<file path="config.mk">
export PLATFORM = sky130hd
export DESIGN_NAME = log_line_assembler
export DESIGN_NICKNAME = d
export VERILOG_FILES = /design/src/hw/rtl/lla_pkg.sv /design/src/hw/rtl/log_line_assembler.sv
export SDC_FILE = /design/constraint.sdc
export NUM_CORES = 1
export LEC_CHECK = 0
export BUFFER_PORTS_ARGS = -buffer_cell sky130_fd_sc_hd__buf_2
export CORE_MARGIN = 2
export CORE_UTILIZATION = 57
export CTS_BUF_LIST = sky130_fd_sc_hd__clkbuf_4 sky130_fd_sc_hd__clkbuf_8 sky130_fd_sc_hd__clkbuf_16
export DETAILED_ROUTE_END_ITERATION = 6
export PLACE_DENSITY = 0.76
export SLEW_MARGIN = 20
export SYNTH_ARGS = -nofsm -noshare
export SYNTH_HDL_FRONTEND = slang
export SYNTH_SLANG_ARGS = --single-unit
</file>
<file path="constraint.sdc">
create_clock -name clk_i -period 7.7 [get_ports clk_i]
set_clock_uncertainty 0.1 [all_clocks]
set_input_delay 1.155 -clock clk_i [delete_from_list [all_inputs] [get_ports clk_i]]
set_output_delay 1.155 -clock clk_i [all_outputs]
set_load 0.05 [all_outputs]
</file>
<file path="src/hw/rtl/lla_pkg.sv">
// Shared constants for the log line assembler.
package lla_pkg;

  localparam logic [7:0] NewlineChar = 8'h0A;
  localparam logic [7:0] PrintLow    = 8'h20;
  localparam logic [7:0] PrintHigh   = 8'h7E;
  localparam logic [7:0] SubstChar   = 8'h2E;
  localparam int unsigned MarkLen    = 6;

  localparam logic OpData  = 1'b0;
  localparam logic OpFlush = 1'b1;

  // " [cut]"
  function automatic logic [7:0] mark_char(input logic [2:0] k);
    logic [7:0] c;
    case (k)
      3'd0:    c = 8'h20;
      3'd1:    c = 8'h5B;
      3'd2:    c = 8'h63;
      3'd3:    c = 8'h75;
      3'd4:    c = 8'h74;
      default: c = 8'h5D;
    endcase
    return c;
  endfunction

endpackage

</file>
<file path="src/hw/rtl/log_line_assembler.sv">
// Log line assembler: byte stream in, packed line words out.
//
// channel | dir | tdata (low bit up)   | tuser (low bit up)          | tlast
// s_axis  | in  | data_byte[7:0]       | operation                   | -
// m_axis  | out | char_word[31:0]      | valid_chars[2:0], was_cut   | last_of_line
//
// A flush of N chars streams ceil(N/4) words, one per cycle while the output is not
// stalled, from four byte-lane banks with registered reads; input is held off
// until the last word has been read. The first byte past a full line writes the
// six-byte marker, one byte per cycle, holding input off while it is written.
// Output stalls freeze the read pipeline. Reset clears length, cut flag and state;
// the line store is not cleared.
module log_line_assembler
  import lla_pkg::*;
#(
  parameter int unsigned LINE_LEN = 128
) (
  input  logic        clk_i,
  input  logic        rst_ni,
  input  logic        s_axis_tvalid_i,
  output logic        s_axis_tready_o,
  input  logic [7:0]  s_axis_tdata_i,   // data_byte
  input  logic        s_axis_tuser_i,   // operation
  output logic        m_axis_tvalid_o,
  input  logic        m_axis_tready_i,
  output logic [31:0] m_axis_tdata_o,   // char_word
  output logic [3:0]  m_axis_tuser_o,   // valid_chars[2:0], was_cut
  output logic        m_axis_tlast_o    // last_of_line
);

  localparam int unsigned LenW  = $clog2(LINE_LEN + 1);
  localparam int unsigned Rows  = (LINE_LEN + 3) / 4;
  localparam int unsigned RowW  = $clog2(Rows);
  localparam int unsigned MarkBase = LINE_LEN - MarkLen;

  localparam logic [1:0] StIdle  = 2'd0;
  localparam logic [1:0] StMark  = 2'd1;
  localparam logic [1:0] StFlush = 2'd2;

  logic [1:0]      state_q, state_d;
  logic [LenW-1:0] len_q, len_d;
  logic [LenW-1:0] pos_q, pos_d;
  logic            cut_q, cut_d;
  logic [2:0]      mk_q, mk_d;

  logic            out_valid_q, out_valid_d;
  logic [2:0]      out_cnt_q, out_cnt_d;
  logic            out_last_q, out_last_d;
  logic            out_cut_q, out_cut_d;

  logic [7:0]      rdata_q [4];

  logic            in_xfer;
  logic            is_flush;
  logic [7:0]      clean_byte;
  logic            wr_en;
  logic [LenW-1:0] wr_idx;
  logic [7:0]      wr_byte;
  logic            rd_en;
  logic [RowW-1:0] rd_row;
  logic [LenW-1:0] rem;
  logic            rem_last;
  logic [LenW-1:0] mark_idx;

  assign s_axis_tready_o = (state_q == StIdle);
  assign in_xfer  = s_axis_tvalid_i && s_axis_tready_o;
  assign is_flush = (s_axis_tuser_i == OpFlush) || (s_axis_tdata_i == NewlineChar);
  assign clean_byte = (s_axis_tdata_i < PrintLow || s_axis_tdata_i > PrintHigh) ?
                      SubstChar : s_axis_tdata_i;

  assign rem      = len_q - pos_q;
  assign rem_last = (rem <= LenW'(4));
  assign rd_en    = (state_q == StFlush) && (!out_valid_q || m_axis_tready_i);
  assign rd_row   = pos_q[RowW+1:2];
  assign mark_idx = LenW'(MarkBase) + LenW'(mk_q);

  always_comb begin
    state_d     = state_q;
    len_d       = len_q;
    pos_d       = pos_q;
    cut_d       = cut_q;
    mk_d        = mk_q;
    out_valid_d = out_valid_q;
    out_cnt_d   = out_cnt_q;
    out_last_d  = out_last_q;
    out_cut_d   = out_cut_q;
    wr_en       = 1'b0;
    wr_idx      = len_q;
    wr_byte     = clean_byte;

    if (m_axis_tready_i) begin
      out_valid_d = 1'b0;
    end

    unique case (state_q)
      StIdle: begin
        if (in_xfer) begin
          if (is_flush) begin
            if (len_q != '0) begin
              state_d = StFlush;
              pos_d   = '0;
            end else begin
              cut_d = 1'b0;
            end
          end else if (len_q < LenW'(LINE_LEN)) begin
            wr_en = 1'b1;
            len_d = len_q + LenW'(1);
          end else if (!cut_q) begin
            cut_d   = 1'b1;
            mk_d    = '0;
            state_d = StMark;
          end
        end
      end
      StMark: begin
        wr_en   = 1'b1;
        wr_idx  = mark_idx;
        wr_byte = mark_char(mk_q);
        mk_d    = mk_q + 3'd1;
        if (mk_q == 3'(MarkLen - 1)) begin
          state_d = StIdle;
        end
      end
      StFlush: begin
        if (rd_en) begin
          out_valid_d = 1'b1;
          out_cnt_d   = rem_last ? rem[2:0] : 3'd4;
          out_last_d  = rem_last;
          out_cut_d   = cut_q;
          pos_d       = pos_q + LenW'(4);
          if (rem_last) begin
            state_d = StIdle;
            len_d   = '0;
            cut_d   = 1'b0;
          end
        end
      end
      default: begin
        state_d = StIdle;
      end
    endcase
  end

  always_ff @(posedge clk_i or negedge rst_ni) begin
    if (!rst_ni) begin
      state_q     <= StIdle;
      len_q       <= '0;
      pos_q       <= '0;
      cut_q       <= 1'b0;
      mk_q        <= '0;
      out_valid_q <= 1'b0;
    end else begin
      state_q     <= state_d;
      len_q       <= len_d;
      pos_q       <= pos_d;
      cut_q       <= cut_d;
      mk_q        <= mk_d;
      out_valid_q <= out_valid_d;
    end
  end

  always_ff @(posedge clk_i) begin
    out_cnt_q  <= out_cnt_d;
    out_last_q <= out_last_d;
    out_cut_q  <= out_cut_d;
  end

  // four byte lanes, char index i lives in lane i[1:0], row i>>2
  for (genvar b = 0; b < 4; b++) begin : g_lane
    logic [7:0] mem [Rows];

    always_ff @(posedge clk_i) begin
      if (wr_en && wr_idx[1:0] == 2'(b)) begin
        mem[wr_idx[RowW+1:2]] <= wr_byte;
      end
      if (rd_en) begin
        rdata_q[b] <= mem[rd_row];
      end
    end

    assign m_axis_tdata_o[8*b +: 8] = (3'(b) < out_cnt_q) ? rdata_q[b] : 8'h00;
  end

  assign m_axis_tvalid_o = out_valid_q;
  assign m_axis_tuser_o  = {out_cut_q, out_cnt_q};
  assign m_axis_tlast_o  = out_last_q;

  a_cnt_range: assert property (@(posedge clk_i) disable iff (!rst_ni)
    out_valid_q |-> (out_cnt_q != 3'd0 && out_cnt_q <= 3'd4))
    else $error("word char count out of range");

  a_len_range: assert property (@(posedge clk_i) disable iff (!rst_ni)
    len_q <= LenW'(LINE_LEN))
    else $error("line length overflow");

  a_flush_pos: assert property (@(posedge clk_i) disable iff (!rst_ni)
    (state_q == StFlush) |-> (pos_q < len_q))
    else $error("flush read past line end");

  a_mark_cut: assert property (@(posedge clk_i) disable iff (!rst_ni)
    (state_q == StMark) |-> (cut_q && len_q == LenW'(LINE_LEN)))
    else $error("marker written on a line that is not full");

  a_last_clears: assert property (@(posedge clk_i) disable iff (!rst_ni)
    (rd_en && rem_last) |=> (len_q == '0 && !cut_q && state_q == StIdle))
    else $error("line state not cleared after flush");

endmodule

</file>
# ---- Yosys cells after proc, flatten, opt, wreduce, memory -nomap -nowiden
# Memories as Yosys holds them, arrays and structs flattened.
# Cells that the tools add are included.
dict set report word_totals {
  mem_bits_rw 1056
  out_inout_bits 39
  mem_bits_ro 0
  latch_bits 0
  n_memories 5
  elab_cells 131
  register_bits 28
  input_bits 13
}
# name words word_bits read_ports rd_ports_with_merged_regs wr line
set memory_table {}
lappend memory_table {{g_lane[0].mem} 32 8 1 0 1 log_line_assembler.sv:170} ;# logic [7:0] mem [Rows];
lappend memory_table {{g_lane[1].mem} 32 8 1 0 1 log_line_assembler.sv:170}
lappend memory_table {{g_lane[2].mem} 32 8 1 0 1 log_line_assembler.sv:170}
lappend memory_table {{g_lane[3].mem} 32 8 1 0 1 log_line_assembler.sv:170}
lappend memory_table {rdata_q 4 8 4 0 4 log_line_assembler.sv:51} ;# logic [7:0] rdata_q [4];
dict set report classes {
  shifts 0
  n_lt_le_gt_ge 8
  n_mux 57
  n_mul 0
  n_eq_ne 25
  bitwise_logic 0
  div_mod_pow 0
  n_reduce_logical 22
  addsub 5
}
# op n
set ops {}
lappend ops {{8-bit 2-to-1 mux} 15}
lappend ops {{7-bit one-hot mux with 5 select lines} 1}
lappend ops {{8-bit one-hot mux with 2 select lines} 2}
lappend ops {{1-bit 2-to-1 mux} 22}
lappend ops {{2-bit 2-to-1 mux} 8}
lappend ops {{3-bit 2-to-1 mux} 4}
lappend ops {{2-bit != test, second input constant} 6}
lappend ops {{6-bit AND reduction} 2}
lappend ops {{5-bit AND reduction} 2}
lappend ops {{8-bit by 1-bit adder with 8-bit output, second input constant} 1}
lappend ops {{8-bit by 3-bit adder with 8-bit output, second input constant} 1}
lappend ops {{8-bit by 4-bit equality test with 1-bit output, second input constant} 1}
lappend ops {{8-bit by 7-bit greater-than comparator with 1-bit output, second input constant} 1}
lappend ops {{8-bit by 3-bit <= comparator with 1-bit output, second input constant} 1}
lappend ops {{8-bit by 6-bit < comparator with 1-bit output, second input constant} 1}
lappend ops {{8-bit < comparator, second input constant} 1}
lappend ops {{2-bit by 1-bit != test with 1-bit output, second input constant} 4}
lappend ops {{8-bit nonzero test} 1}
lappend ops {{8-bit subtractor} 1}
lappend ops {{7-bit by 3-bit adder with 7-bit output, first input constant} 1}
lappend ops {{7-bit 2-to-1 mux} 1}
lappend ops {{7-bit AND reduction} 1}
lappend ops {{2-bit equality test, second input constant} 3}
lappend ops {{3-bit by 2-bit equality test with 1-bit output, second input constant} 2}
lappend ops {{other kinds (18)} 34}

# ---- Depth between registers and ports, before layout
dict set report depth {
  depth_word 8
  depth_mapped 12
  ltp_nobuf 9
}

# ---- Worst setup path before layout
# Ideal clock, no wire load.
dict set report synth_timing {
  path_kind {input -> register}
  startpoint {in s_axis_tdata_i[0]}
  endpoint {mem g_lane[0].mem[0][4], data pin}
  required_ns 6.372
  arrival_ns 6.980
  path_buffers 0
  setup_slack_ns -0.608
  setup_time_ns 1.228
  cell_stages 4
  path_cell_list {and4_1 a41oi_1 nand2b_1 o31ai_1}
}
dict set report synth_between {
  elab_chain_cells 4
  elab_cells_between_ends 5
  cone_classes {order compare: 2; mux: 2; reduce/logical: 1}
}
# item line
set synth_rtl {}
lappend synth_rtl {{start: declaration} log_line_assembler.sv:22} ;# input logic [7:0] s_axis_tdata_i,
lappend synth_rtl {{8-bit by 6-bit < comparator with 1-bit output or 8-bit by 7-bit greater-than comparator with 1-bit output (tied branches)} log_line_assembler.sv:68} ;# assign clean_byte = (s_axis_tdata_i < PrintLow || s_axis_tdata_i > PrintHigh) ?
lappend synth_rtl {{1-bit logical OR (*)} log_line_assembler.sv:68}
lappend synth_rtl {{8-bit 2-to-1 mux (*)} log_line_assembler.sv:68}
lappend synth_rtl {{8-bit 2-to-1 mux (*)} log_line_assembler.sv:95} ;# unique case (state_q)
lappend synth_rtl {{via wr_byte[4]} log_line_assembler.sv:58} ;# logic [7:0] wr_byte;
lappend synth_rtl {{end: declaration} log_line_assembler.sv:170}
# The timed path passes the listed nets; every way through them passes the cells marked *.

# ---- Worst setup path in the final report
dict set report layout_timing {
  startpoint {reg state_q[1]}
  endpoint {mem g_lane[3].mem[10][5], enable pin}
}
dict set report layout_between {
  elab_chain_cells 7
  elab_cells_between_ends 10
  cone_classes {eq/ne: 2; mux: 5; reduce/logical: 3}
}
# item line
set layout_rtl {}
lappend layout_rtl {{start: declaration} log_line_assembler.sv:40} ;# logic [1:0] state_q, state_d;
lappend layout_rtl {{start signal: assignment} log_line_assembler.sv:146} ;# state_q <= StIdle;
lappend layout_rtl {{start signal: assignment} log_line_assembler.sv:153} ;# state_q <= state_d;
lappend layout_rtl {{2-bit logical NOT} {log_line_assembler.sv:65, log_line_assembler.sv:95}}
lappend layout_rtl {{1-bit logical AND} log_line_assembler.sv:66} ;# assign in_xfer = s_axis_tvalid_i && s_axis_tready_o;
lappend layout_rtl {{1-bit 2-to-1 mux} log_line_assembler.sv:97} ;# if (in_xfer) begin
lappend layout_rtl {{1-bit one-hot mux with 2 select lines} log_line_assembler.sv:95}
lappend layout_rtl {{1-bit logical AND} log_line_assembler.sv:173} ;# if (wr_en && wr_idx[1:0] == 2'(b)) begin
lappend layout_rtl {{1-bit 2-to-1 mux} log_line_assembler.sv:173}
lappend layout_rtl {{1-bit 2-to-1 mux (implied by the code)} log_line_assembler.sv:174} ;# mem[wr_idx[RowW+1:2]] <= wr_byte;
lappend layout_rtl {{end: declaration} log_line_assembler.sv:170}
# Parallel ways exist; a longest one is shown, timed or not.

==> flow_summary.json <==
{
  "cts_setup_buffers": 0,
  "cts_root_buf": "clkbuf_16",
  "p_clk_share_pct": 30.8,
  "hp-class": "primary input to asynchronous set/reset pin",
  "yosysWarnings": 0,
  "gp_congestion": 0.879,
  "sequentialPowerShare_pct": 43.1,
  "status": "completed",
  "area_growth_pct": 12.2,
  "port-buffer-count": 51,
  "syn-cell-area_um2": 42600,
  "synth.largest_area_cell": "edfxtp_1",
  "ctsResizeCount": 0,
  "clkSinkCount": 1082,
  "boundaryPins": 52,
  "cts-buffers-inserted": 101,
  "via_count": 20349,
  "clk_path_buf_depth": 3,
  "gr-usage-met1_pct": 33.4,
  "viasPerCell": 6.22,
  "h-tree-depth": 3,
  "critPathRequiredTime_ns": 7.89,
  "post_dp_cell_area_um2": 44400,
  "coreArea_um2": 74200,
  "initial_core_util_pct": 57.4,
  "syn_inst": 2015,
  "cp-start-kind": "register",
  "setup_viol": 0,
  "endpoint_kind": "register",
  "crit_arrival_ns": 4.19,
  "wl_um": 94400,
  "power_density_nw_per_um2": 339,
  "yosysSeqAreaShare_pct": 76.1,
  "drt_iter0_markers": 2271,
  "combPwrFrac_pct": 26.1,
  "netSwitchingPower_mw": 4.72,
  "hold_violations": 0,
  "yosys-top-cells-count": "edfxtp_1 (1061), mux4_2 (320), nand2_1 (156)",
  "die_w_um": 277,
  "intPower_mw": 11.5,
  "synthTopCellsByArea": "edfxtp_1 (75%), mux4_2 (17%), nand2_1 (1.4%), nor2_1 (1.4%), dfrtp_1 (1.2%)",
  "synth-edff-count": 1061,
  "grt_max_degree": 129,
  "drive_gt1_share_pct": 25.4,
  "finalCriticalPeriod_ns": 4.00,
  "placed_cells": 3083,
  "yosysTopAreaCellShare_pct": 74.9,
  "n_fill_cell": 4680,
  "drc_errors": 0,
  "hpwl_um": 57000,
  "met3_usage_pct": 4.69,
  "grt-busiest-layer": "met2",
  "slew-limit-headroom_pct": 24.6,
  "rsz0062_at_grt": "no",
  "report.final.slew_viol_count": 0,
  "cts_hold_buf": 0,
  "grt_pass1_vias": 21240,
  "layout_setup_ws_ns": 3.70,
  "ys_types": 52,
  "irDropWorstVdd_v": 0.000482,
  "tns_ns": 0,
  "grt_overflow": 0,
  "use_met2_pct": 42.5,
  "avgSynthCellArea_um2": 21.1,
  "clock_latency_ns": 0.67,
  "ys_ff_latch": 1082,
  "finalCritPeriodShare_pct": 52.0,
  "utilization_pct": 64.4,
  "final_cell_area_um2": 47800,
  "dr.pass1.iters": 5,
  "cp_max_fo": 16,
  "p_leak_nw": 15.2,
  "rows": 100,
  "cts_tree": "built",
  "fmax_mhz": 250,
  "synth_top_flop_cell": "edfxtp_1",
  "critical_path_class": "register to register",
  "maxCapViolations": 0,
  "preCtsSetupSlack_ns": 3.44,
  "async_reset_ff_share_pct": 1.94,
  "ant_nets": 0,
  "nets": 2246,
  "die_h_um": 277,
  "yosysMostFrequentCell": "edfxtp_1",
  "stdcell_count": 3271,
  "antenna_found_initial": 3,
  "wl_per_cell_um": 28.9,
  "worstMarginPinSlew_ns": 1.12,
  "p_sw_share_pct": 29.1,
  "grt_util_all_layers_pct": 25.2,
  "grt_pass1_wl_um": 141000,
  "cts.clk_slew.worst_paths_ns": 0.06,
  "die-area_um2": 76900
}
-- metrics by stage --
step                      power, mW  hold WS [ns]
after floorplan                10.2         0.363
after CTS                      16.3         0.379
after global routing           16.8         0.427
after detailed placement       11.3         0.458
final                          16.2         0.403
after global placement         11.3         0.433
-- registers in the layout (all words and copies together), names as in the netlist --
| register | cells |
|---|---|
| m_axis_tlast_o | 1 |
| m_axis_tvalid_o | 1 |
| len_q | 8 |
| state_q | 2 |
| out_cnt_q | 3 |
| out_cut_q | 1 |
| pos_q | 6 |
| rdata_q | 32 |
| mk_q | 3 |
| cut_q | 1 |
| g_lane.mem | 1024 |
-- layer usage --
layer | up-vias | routed length (um)
li1 | 8556 | -
met5 | - | 0
met4 | 0 | 2800
met1 | 10648 | 34900
met2 | 963 | 49200
met3 | 182 | 7530
-- final timing paths --
path	startpoint	end	slack [ns]	cells past startpoint
setup / recovery	state_q[1]	g_lane[3].mem[10][5]	3.70	4
hold / removal	rst_ni	mk_q[1]	0.40	1
setup reg to reg	state_q[1]	g_lane[3].mem[10][5]	3.70	4
hold reg to reg	pos_q[7]	pos_q[7]	0.47	1
max in group asynchronous	rst_ni	pos_q[3]	6.69	1
min in group clk_i	pos_q[7]	pos_q[7]	0.47	1
-- cells in the final DEF (no fill, tap or decap), drive strengths merged, types with 3 or more instances in the layout --
cell type | Yosys | final
or4 | 4 | 4
bufinv | 0 | 10
mux4 | 320 | 320
and2 | 8 | 8
a32oi | 4 | 4
nand3b | 6 | 6
buf | 45 | 74
nor2b | 26 | 26
and3 | 4 | 4
dfrtp | 21 | 21
nand3 | 6 | 6
nand2 | 156 | 156
inv | 14 | 17
mux2i | 3 | 3
o21ai | 25 | 25
a31oi | 4 | 4
nand2b | 7 | 7
clkbuf | 58 | 130
nor2 | 154 | 154
conb | 1 | 129
clkinv | 1 | 44
nor3 | 17 | 17
a21oi | 19 | 19
ha | 16 | 16
a22o | 3 | 3
edfxtp | 1061 | 1061
xor2 | 3 | 3
o31ai | 5 | 5
-- critical path: stages, from the launching register on --
cell and delay (ns):
dfrtp_1 0.49, nand2b_1 0.50, o31ai_1 1.04, nand2_1 0.64
nor2_1 0.88
-- power groups by stage --
stage                     clock network [mW]  logic [mW]  registers (mW)
after floorplan                            0        3.28            6.89
after CTS                               5.05        4.26            6.98
after detailed placement                   0        4.23            7.10
after global placement                     0        4.18            7.10
after global routing                    5.28        4.48            7.00
final                                   4.99        4.22            6.98
-- final cells by class --
| type | instances | area [um^2] | share of cell area (%) |
|---|---|---|---|
| diodes | 2 | 5.00 | 0.0105 |
| clock inverters | 56 | 577 | 1.21 |
| repair buffers | 74 | 473 | 0.990 |
| well taps | 969 | 1210 | 2.54 |
| clock buffers | 130 | 2760 | 5.78 |
| flip-flops and latches | 1082 | 32400 | 67.8 |
| multi-input cells | 943 | 10300 | 21.5 |
| inverters | 15 | 60.1 | 0.126 |
-- cell families after synthesis --
kind of cell	after synthesis	synth area share, %
muxes	323	17.0
adders and majority gates	16	0.470
xor gates and xnor gates	3	0.0617
buffers and inverters	118	1.13
AOI/OAI and AO/OA	75	1.21
and+or+nand+nor	397	4.02
DFF	1082	76.1
other	1	0.00881
Note: power is estimated with default switching activity, not from simulation.
